===== src/hdl/csvtok_pkg.sv =====
// ============================================================================
// CSV tokenizer package
// Shared types, result codes, register indexes and constants of the CSV
// field tokenizer.
// ============================================================================
`default_nettype none

package csvtok_pkg;

    // One input request: a stream byte or the end-of-stream mark.
    typedef struct packed {
        logic [7:0] data_byte;
        logic       stream_end;
    } in_item_t;

    // One result request.
    typedef struct packed {
        logic [2:0] result_kind;
        logic [7:0] out_byte;
        logic       last_of_run;
    } out_item_t;

    // Configuration registers as seen by the parser.
    typedef struct packed {
        logic [7:0] field_separator;
        logic [7:0] quote_char;
    } cfg_t;

    // Everything one input byte produces: zero, one or two results.
    typedef struct packed {
        logic [1:0] res_count;
        out_item_t  res0;
        out_item_t  res1;
    } parse_out_t;

    // Result kinds.
    localparam logic [2:0] KIND_DATA    = 3'd0;
    localparam logic [2:0] KIND_RESTART = 3'd1;
    localparam logic [2:0] KIND_FIELD   = 3'd2;
    localparam logic [2:0] KIND_ROW     = 3'd3;
    localparam logic [2:0] KIND_STREAM  = 3'd4;

    // Configuration register indexes.
    localparam logic CFG_FIELD_SEPARATOR = 1'b0;
    localparam logic CFG_QUOTE_CHAR      = 1'b1;

    // Reset values and fixed bytes.
    localparam logic [7:0] SEPARATOR_RESET = 8'd44;
    localparam logic [7:0] QUOTE_RESET     = 8'd34;
    localparam logic [7:0] NEWLINE_BYTE    = 8'd10;

    // Number of entries in the result queue.
    localparam int QUEUE_DEPTH = 3;

    // Build a result; the byte is carried only by data results.
    function automatic out_item_t make_result(input logic [2:0] kind,
                                              input logic [7:0] value);
        out_item_t r;
        r.result_kind = kind;
        r.out_byte    = (kind == KIND_DATA) ? value : 8'd0;
        r.last_of_run = 1'b0;
        return r;
    endfunction

endpackage

`default_nettype wire


===== src/hdl/csvtok_parser.sv =====
// ============================================================================
// CSV tokenizer parser
// Holds the parse mode and decodes one byte into up to two results.
// ============================================================================
`default_nettype none

module csvtok_parser (
    input  wire logic                    clk,
    input  wire logic                    rst_n,
    input  wire logic                    accept,
    input  wire csvtok_pkg::in_item_t    item,
    input  wire csvtok_pkg::cfg_t        cfg,
    output csvtok_pkg::parse_out_t       results
);

    typedef enum logic [2:0] {
        MODE_OUT    = 3'd0,
        MODE_IN     = 3'd1,
        MODE_QSEEN  = 3'd2,
        MODE_SKIP   = 3'd3,
        MODE_NLPEND = 3'd4
    } mode_t;

    mode_t mode_reg;
    mode_t mode_next;

    // Decode of the byte as seen outside quotes and after a closing quote.
    always_comb
    begin
        logic [7:0]  b;
        logic        o_emit;
        logic [2:0]  o_kind;
        mode_t       o_mode;
        logic        t_emit;
        mode_t       t_mode;
        csvtok_pkg::parse_out_t r;

        b = item.data_byte;

        // Outside quotes: quote first, then separator, then newline.
        if (b == cfg.quote_char)
        begin
            o_emit = 1'b1;
            o_kind = csvtok_pkg::KIND_RESTART;
            o_mode = MODE_IN;
        end
        else if (b == cfg.field_separator)
        begin
            o_emit = 1'b1;
            o_kind = csvtok_pkg::KIND_FIELD;
            o_mode = MODE_OUT;
        end
        else if (b == csvtok_pkg::NEWLINE_BYTE)
        begin
            o_emit = 1'b0;
            o_kind = csvtok_pkg::KIND_DATA;
            o_mode = MODE_NLPEND;
        end
        else
        begin
            o_emit = 1'b1;
            o_kind = csvtok_pkg::KIND_DATA;
            o_mode = MODE_OUT;
        end

        // After a closing quote: separator, then newline, else skip.
        if (b == cfg.field_separator)
        begin
            t_emit = 1'b1;
            t_mode = MODE_OUT;
        end
        else if (b == csvtok_pkg::NEWLINE_BYTE)
        begin
            t_emit = 1'b0;
            t_mode = MODE_NLPEND;
        end
        else
        begin
            t_emit = 1'b0;
            t_mode = MODE_SKIP;
        end

        r.res_count = 2'd0;
        r.res0      = csvtok_pkg::make_result(csvtok_pkg::KIND_DATA, b);
        r.res1      = csvtok_pkg::make_result(o_kind, b);
        mode_next   = mode_reg;

        if (item.stream_end)
        begin
            // End of stream closes everything and restarts the mode.
            r.res_count = 2'd1;
            r.res0      = csvtok_pkg::make_result(csvtok_pkg::KIND_STREAM, b);
            mode_next   = MODE_OUT;
        end
        else
        begin
            case (mode_reg)
                MODE_IN:
                begin
                    if (b == cfg.quote_char)
                    begin
                        mode_next = MODE_QSEEN;
                    end
                    else
                    begin
                        r.res_count = 2'd1;
                    end
                end
                MODE_QSEEN:
                begin
                    if (b == cfg.quote_char)
                    begin
                        // A doubled quote gives one data quote.
                        mode_next   = MODE_IN;
                        r.res_count = 2'd1;
                    end
                    else
                    begin
                        mode_next   = t_mode;
                        r.res_count = {1'b0, t_emit};
                        r.res0      = csvtok_pkg::make_result(csvtok_pkg::KIND_FIELD, b);
                    end
                end
                MODE_SKIP:
                begin
                    mode_next   = t_mode;
                    r.res_count = {1'b0, t_emit};
                    r.res0      = csvtok_pkg::make_result(csvtok_pkg::KIND_FIELD, b);
                end
                MODE_NLPEND:
                begin
                    // The row ends, then the byte opens the next row.
                    mode_next   = o_mode;
                    r.res_count = o_emit ? 2'd2 : 2'd1;
                    r.res0      = csvtok_pkg::make_result(csvtok_pkg::KIND_ROW, b);
                end
                default:
                begin
                    mode_next   = o_mode;
                    r.res_count = {1'b0, o_emit};
                    r.res0      = csvtok_pkg::make_result(o_kind, b);
                end
            endcase
        end

        // Mark the final result of this byte.
        if (r.res_count == 2'd1)
        begin
            r.res0.last_of_run = 1'b1;
        end
        if (r.res_count == 2'd2)
        begin
            r.res1.last_of_run = 1'b1;
        end

        results = r;
    end

    // Parse mode register.
    always_ff @(posedge clk or negedge rst_n)
    begin
        if (!rst_n)
        begin
            mode_reg <= MODE_OUT;
        end
        else if (accept)
        begin
            mode_reg <= mode_next;
        end
    end

endmodule

`default_nettype wire


===== src/hdl/csv_field_tokenizer_top.sv =====
// ============================================================================
// CSV field tokenizer
// Splits a CSV byte stream into field characters and field, row and stream
// end markers, with quoted fields and doubled quotes.
// ============================================================================
//
// Channel   Direction  Handshake          Request
// in        input      in_valid/in_stall  in_data: data_byte, stream_end
// out       output     out_valid/out_stall out_data: result_kind, out_byte,
//                                         last_of_run
// cfg       input      cfg_valid/cfg_ready cfg_index, cfg_data
//
// A byte is decoded in the cycle it is accepted; its results are registered
// into a three-entry queue whose head drives out_data.
// One byte per cycle is taken while the queue holds at most one result;
// in_stall is high at two or more, so a row end plus a byte can raise it.
// Reset clears the parse mode and the queue and restores comma and double
// quote as separator and quote; cfg_ready is always high.
`default_nettype none

module csv_field_tokenizer_top (
    input  wire logic                    clk,
    input  wire logic                    rst_n,
    input  wire logic                    in_valid,
    output logic                         in_stall,
    input  wire csvtok_pkg::in_item_t    in_data,
    output logic                         out_valid,
    input  wire logic                    out_stall,
    output csvtok_pkg::out_item_t        out_data,
    input  wire logic                    cfg_valid,
    output logic                         cfg_ready,
    input  wire logic                    cfg_index,
    input  wire logic [7:0]              cfg_data
);

    logic [7:0]                  separator_reg;
    logic [7:0]                  quote_reg;
    csvtok_pkg::out_item_t       queue_reg  [csvtok_pkg::QUEUE_DEPTH];
    csvtok_pkg::out_item_t       queue_next [csvtok_pkg::QUEUE_DEPTH];
    logic [1:0]                  fill_reg;
    logic [1:0]                  fill_next;
    logic                        push;
    logic                        pop;
    csvtok_pkg::cfg_t            cfg;
    csvtok_pkg::parse_out_t      results;

    assign cfg_ready = 1'b1;
    assign cfg.field_separator = separator_reg;
    assign cfg.quote_char      = quote_reg;

    // Handshakes.
    assign in_stall  = (fill_reg >= 2'd2);
    assign push      = in_valid && !in_stall;
    assign out_valid = (fill_reg != 2'd0);
    assign pop       = out_valid && !out_stall;
    assign out_data  = queue_reg[0];

    csvtok_parser u_parser (
        .clk     (clk),
        .rst_n   (rst_n),
        .accept  (push),
        .item    (in_data),
        .cfg     (cfg),
        .results (results)
    );

    // Configuration registers.
    always_ff @(posedge clk or negedge rst_n)
    begin
        if (!rst_n)
        begin
            separator_reg <= csvtok_pkg::SEPARATOR_RESET;
            quote_reg     <= csvtok_pkg::QUOTE_RESET;
        end
        else if (cfg_valid && cfg_ready)
        begin
            case (cfg_index)
                csvtok_pkg::CFG_FIELD_SEPARATOR: separator_reg <= cfg_data;
                csvtok_pkg::CFG_QUOTE_CHAR:      quote_reg     <= cfg_data;
                default:                         separator_reg <= separator_reg;
            endcase
        end
    end

    // Result queue: shift down on a pop, then append the new results.
    always_comb
    begin
        logic [1:0] base;
        logic [1:0] add;

        base = fill_reg - {1'b0, pop};
        add  = push ? results.res_count : 2'd0;

        for (int i = 0; i < csvtok_pkg::QUEUE_DEPTH; i++)
        begin
            if (pop && (i < csvtok_pkg::QUEUE_DEPTH - 1))
            begin
                queue_next[i] = queue_reg[i + 1];
            end
            else
            begin
                queue_next[i] = queue_reg[i];
            end
            if ((add != 2'd0) && (2'(i) == base))
            begin
                queue_next[i] = results.res0;
            end
            if ((add == 2'd2) && (2'(i) == base + 2'd1))
            begin
                queue_next[i] = results.res1;
            end
        end

        fill_next = base + add;
    end

    // Queue fill count.
    always_ff @(posedge clk or negedge rst_n)
    begin
        if (!rst_n)
        begin
            fill_reg <= 2'd0;
        end
        else
        begin
            fill_reg <= fill_next;
        end
    end

    // Queue payload.
    always_ff @(posedge clk)
    begin
        for (int i = 0; i < csvtok_pkg::QUEUE_DEPTH; i++)
        begin
            queue_reg[i] <= queue_next[i];
        end
    end

endmodule

`default_nettype wire

===== config.mk =====
export PLATFORM = sky130hd
export DESIGN_NAME = csv_field_tokenizer_top
export DESIGN_NICKNAME = d
export VERILOG_FILES = /design/src/hdl/csvtok_pkg.sv /design/src/hdl/csvtok_parser.sv /design/src/hdl/csv_field_tokenizer_top.sv
export SDC_FILE = /design/constraint.sdc
export NUM_CORES = 1
export LEC_CHECK = 0
export ABC_AREA = 1
export BUFFER_PORTS_ARGS = -buffer_cell sky130_fd_sc_hd__buf_2
export CORE_MARGIN = 3
export CORE_UTILIZATION = 50
export CTS_CLUSTER_DIAMETER = 40
export DETAILED_ROUTE_END_ITERATION = 12
export GPL_TIMING_DRIVEN = 0
export HOLD_SLACK_MARGIN = 0.02
export PLACE_DENSITY = 0.74
export SLEW_MARGIN = 20
export SYNTH_ARGS = -nofsm -noshare
export SYNTH_HDL_FRONTEND = slang
export SYNTH_HIERARCHICAL = 1
export SYNTH_SLANG_ARGS = --single-unit

===== constraint.sdc =====
create_clock -name clk -period 2.6 [get_ports clk]
set_clock_uncertainty 0.15 [all_clocks]
set_input_delay 0.13 -clock clk [delete_from_list [all_inputs] [get_ports clk]]
set_output_delay 0.13 -clock clk [all_outputs]
set_load 0.01 [all_outputs]

After elaboration in Yosys (flattened, before gate mapping):

Memories as Yosys holds them, arrays and structs flattened.
Index checks and enable logic that the tools add are counted.
Widths: inputs -> output; s select.

* register bits after elaboration: 21
* memory bits (writable): 36
* input bits: 23
* output and inout port bits: 15
* word-level logic and storage cells: 77
* memories: 1

* add/subtract/negate cells: 3
* order comparisons: 1
* equality and inequality tests: 15
* muxes and demuxes: 34
* bitwise logic cells: 1
* reductions and logical operators: 18

Memories
* queue_reg: depth 3, bits a word 12, rd ports 3, clocked after memory_dff 0, wr ports 3, line csv_field_tokenizer_top.sv:38 `csvtok_pkg::out_item_t queue_reg [csvtok_pkg::QUEUE_DEPTH];`

Operators by type and width (count)
* $mux 12: 8
* $pmux 12 s4: 1
* $mux 3: 9
* $eq 8x8->1: 2
* $mux 14: 1
* $mux 11: 1
* $pmux 3 s3: 1
* $eq 8x4->1 const B: 1
* $logic_and 1x1->1: 8
* $mux 1: 8
* $mux 8: 1
* $pmux 2 s4: 1
* $eq 3x2->1 const B: 2
* $mux 2: 3
* $reduce_and 2->1: 3
* $eq 1x2->1 const A: 2
* $eq 2x2->1 const A: 2
* $eq 2x2->1 const B: 2
* $logic_not 2->1: 2
* $reduce_bool 2->1: 2
* $eq 3x1->1 const B: 1
* $eq 3x3->1 const B: 1
* $logic_not 3->1: 1
* $ne 3x2->1 const B: 1
* other kinds (7): 8

Depth between registers and ports, before layout:

* word-level depth: 12
* depth in mapped cells: 20
* mapped depth without buffers: 18

Modules after synthesis:

The synthesis kept the hierarchy.

By module, submodules not included
* csv_field_tokenizer_top: times used 1, cells an instance 342, area each 2990.4 µm², sequential area each 1537.7 µm²
* csvtok_parser: times used 1, cells an instance 189, area each 944.7 µm², sequential area each 75.1 µm²

Worst setup path after synthesis:

Ideal clock, no wire load.

* path kind: register to register
* from: reg quote_reg[1] (netlist name)
* to: mem queue_reg[0][0] (netlist bit), enable pin
* library setup time: 0.361 ns
* data arrival time: 2.214 ns
* required time: 2.089 ns
* setup slack: -0.125 ns
* cell stages (with the launch flop): 14
* path buffers: 1
* period minus slack after synthesis: 2.725 ns
* cell sequence: dfstp_2 > nand2_1 > nand2_1 > nand2_1 > nor2_2 > nand2_4 > nand3b_1 > nand2_1 > nor2_1 > nand3_4 > nor2_4 > nand2_1 > buf_2 > nand3_1

RTL lines (line)
* end, declared: csv_field_tokenizer_top.sv:38

==> reports/summary.md <==
The run finished, with violations left. The final reports fail on negative setup slack. Part of the total power dissipated in the clock network: 0.179. In this run the vertical extent of the chip is 94.72 um. Data arrives at the worst endpoint at 2.71 ns. For the number of design-rule violations left by the first detailed-router iteration, the log shows 241. After detailed routing, no signal wire sits above met4. The logs give 0.4099 for the sequential-to-total area share from yosys stat and 11.21 mm for the total wirelength of the detailed-routed design. The worst hold slack came out at 0.04695 ns. The layout has 547 filler cells. The hold violation total from the final report came out at 0.

The logs give 482.2 uV for the maximum resistive drop on vdd and 598 um for the met3 wirelength from detailed routing. The number of different library cells used by synthesis comes to 29. Combined global-route utilization of all metal layers: 0.2438. The core area came out at 7447 um^2. The run gives 6 as the number of detailed-route iterations in the first pass. The worst setup path is launched from a flop.

The terminus of the critical flop-to-flop path is queue_reg[0][28]. The number of maximum-capacitance constraint violations is 0, and the number of buffers and inverters on the critical path is 5. The final critical-path share of the clock period came out at 1.063. Type of the worst setup path: reg -> reg. For the part of the power in combinational logic, the log shows 0.516. In the routed layout, each cell is associated on average with a via count of 5.279.

The number of nets in the synthesized netlist is 556. The routed length per instance was 15.66 um; the slack of the critical path was -0.1636 ns. After floorplanning, the core was divided into 31 placement rows. The number of antenna cells inserted is 0, and the post-synthesis to final-layout area growth is 36.95%.

The slowest stage of the critical path belongs to the cell sky130_fd_sc_hd__dfstp_2. The tools report the number of max-slew violations in the final report as 0. The proportion of total power due to net switching came out at 0.4207. Averaged over all synthesized cells, the footprint is 7.411 um^2. The startpoint of the most critical setup path is separator_reg[3]. The cell area after technology mapping was 3935 um^2; the number of buffer cells added on primary ports was 33. The die covers 8971 um^2. I/O pin count: 38. The clock passes through at most 2 buffers.

Total power divided by cell area: 877.2 nW/um^2. Summed over all nets, wire length on met2 after detailed routing comes to 5.935 mm. The number of vias in the routed layout came out at 3780.

The cell that appears most often on the critical path is sky130_fd_sc_hd__nor2_4. The post-synthesis sequential element count works out to 57. The worst-skew pair later-pin latency was 0.34 ns; the accumulated negative setup slack was -8.896 ns. The clock slew seen by the registers of the worst setup and hold paths came out at 0.08 ns. The logs give 2.738 mW for the internal power component and 3616 for the via count of the first global-routing pass. After the last flow step, the layout net total stands at 637. The stage delay of the slowest cell on the critical path is 0.57 ns, and the maximum net fanout on the critical path is 5. In this run the critical register-to-register path is launched from separator_reg[3]. Entering global routing, the biggest net connects 22 pins.

The tools report the root cell of the clock tree as sky130_fd_sc_hd__clkbuf_8. The register with the most flip-flops in the layout has 36 of them. The logs give 3 for the maximum level of the CTS H-tree and 57 for the clock sink total.

For this block, wires on met1 add up to 4.234 mm. Setup violations remaining at the end of the flow were counted as 70. The register-to-register setup slack was -0.16 ns. The number of antenna violations at the first check in global routing was 0; the fraction of layout instances using a drive strength above 1 was 0.3468. Leaving out fill and tap cells, the most frequent cell in the layout is sky130_fd_sc_hd__nand2_1.

The run gives 0.5284 as the effective utilization at floorplan. The tightest min-delay check is of the in -> reg type. The analysis attributes to net switching a power of 1.989 mW.

Detailed placement ended at an HPWL of 6.650 mm. Synthesis produced a netlist whose cell count is 531. In the layout the commonest cells are sky130_fd_sc_hd__nand2_1, sky130_fd_sc_hd__inv_1, sky130_fd_sc_hd__nand3_1. The highest clock rate is 361.9 MHz, and the depth of the worst register-to-register path is 18. The power after layout was 4.727 mW; the post-route antenna net violation count was 0. TritonCTS built the clock tree.

The first global-routing pass estimated 16.90 mm of wire. The tools report the worst setup path endpoint as queue_reg[0][28]. In this run the number of cells on the critical path is 18. Traced cell by cell, the critical path runs through inv_2, nand2_2, nand2_2, nor2_4, nand2_2, inv_2, nand2_4, nand3b_1, buf_4, nor2_4, nor2_4, nand2_4, nor2_4, buf_6, nand2_8, clkbuf_16, nor2_4, a21oi_2.

Summed over all layers, the global routing overflow is 0. The routed design could run at a clock period as short as 2.764 ns. The number of buffers added by the clock tree synthesis step came out at 9.

The sequential power share was 0.306; the die width was 94.72 um. The Yosys step of the flow raised 6 warnings. For this design the static power due to leakage is 2.646 nW. Setup repair after global routing could not meet its margin everywhere. Remaining design rule violation count: 0.

The gate family responsible for the most delay along the worst path was simple AND/OR/NAND/NOR gates. Routability-driven placement finished with a final weighted congestion of 0.9033. The endpoint kind of the worst setup timing path was a flop.

STA puts the critical path data required time at 2.55 ns.
-- cell families (layout without fill, tap and decap cells) --
| kind of cell | count (synthesis) | in the layout | share of synthesized area |
|---|---|---|---|
| flops | 57 | 57 | 0.4099 |
| buf+inv | 123 | 204 | 0.1498 |
| xor+xnor | 10 | 10 | 0.02226 |
| fa+ha+maj | 2 | 2 | 0.006358 |
| compound gates | 37 | 37 | 0.05755 |
| simple gates | 300 | 305 | 0.3523 |
| other cells | 2 | 2 | 0.001909 |
-- power groups by stage --
| stage | sequential, mW | clock [mW] | combinational, mW |
|---|---|---|---|
| 6_report | 1.45 | 0.844 | 2.44 |
| 5_1_grt | 1.47 | 0.901 | 2.65 |
| 4_1_cts | 1.44 | 0.841 | 2.14 |
| 3_5_place_dp | 1.46 | 0 | 1.78 |
| 3_3_place_gp | 1.45 | 0 | 1.74 |
| 2_1_floorplan | 1.44 | 0 | 1.39 |
-- cell usage after synthesis, drive strengths merged --
cell      n  area (um^2)
a21oi    16        117.6
buf      33        251.5
clkbuf    3        11.26
conb      2        7.510
dfrtp    16        400.4
dfstp     5        131.4
edfxtp   36         1081
ha        2        25.02
inv      87        326.6
nand2   146        603.1
nand3    93        478.0
nand3b    1        7.510
nor2     58        287.8
nor3      2        10.01
o21ai    21        108.9
xnor2     6        52.55
xor2      4        35.03
-- repair_timing --
action / in CTS / in global routing
pin swaps: 25 / 35
hold endpoints to repair: 37 / 0
hold buffers: 9 / 0
gates cloned: 8 / 4
endpoints found under the setup margin: 69 / 74
gates resized for setup: 61 / 64
setup buffers: 14 / 3
-- metrics by stage --
stage	instance area [um^2]	worst slack, ns	utilization	instances
after global routing	5389	-0.2547	0.7236	716
after detailed placement	4237	-0.3587	0.5689	663
after floorplan	3948	0.03842	-	531
final	5389	-0.1636	0.7236	716
after global placement	4237	-0.3065	0.5689	663
after CTS	5035	-0.09602	0.6761	709
-- final cells by class --
type	count	area (um^2)	area share
inverters	87	326.6	0.06060
flip-flops and latches	57	1613	0.2993
clock inverters	7	71.32	0.01323
well taps	99	123.9	0.02299
repair buffers	66	601.8	0.1117
multi-input cells	356	2198	0.4079
plain buffers	35	330.3	0.06130
clock buffers	9	123.9	0.02299
-- worst min-delay path: stages --
cell	delay (ns)
sky130_fd_sc_hd__buf_2	0.08
sky130_fd_sc_hd__nand2_1	0.15
sky130_fd_sc_hd__nand2_1	0.09
sky130_fd_sc_hd__o21ai_0	0.07
-- worst min-delay path by stage --
stage,from,endpoint,slack [ns],cells past startpoint
floorplan,rst_n,fill_reg[0],-0.32,0
global placement,rst_n,quote_reg[3],-0.05,1
detailed placement,rst_n,separator_reg[6],-0.05,1
CTS,cfg_valid,quote_reg[5],0.04,4
global route,cfg_valid,quote_reg[5],0.07,4
finish,cfg_valid,quote_reg[5],0.05,4
-- per-layer routing --
layer	global-route usage	up-vias
met5	0	-
met4	0.1022	0
met3	0.04064	46
met2	0.4469	171
li1	-	1833
met1	0.2783	1730
Power figures use the tool's default switching activity.
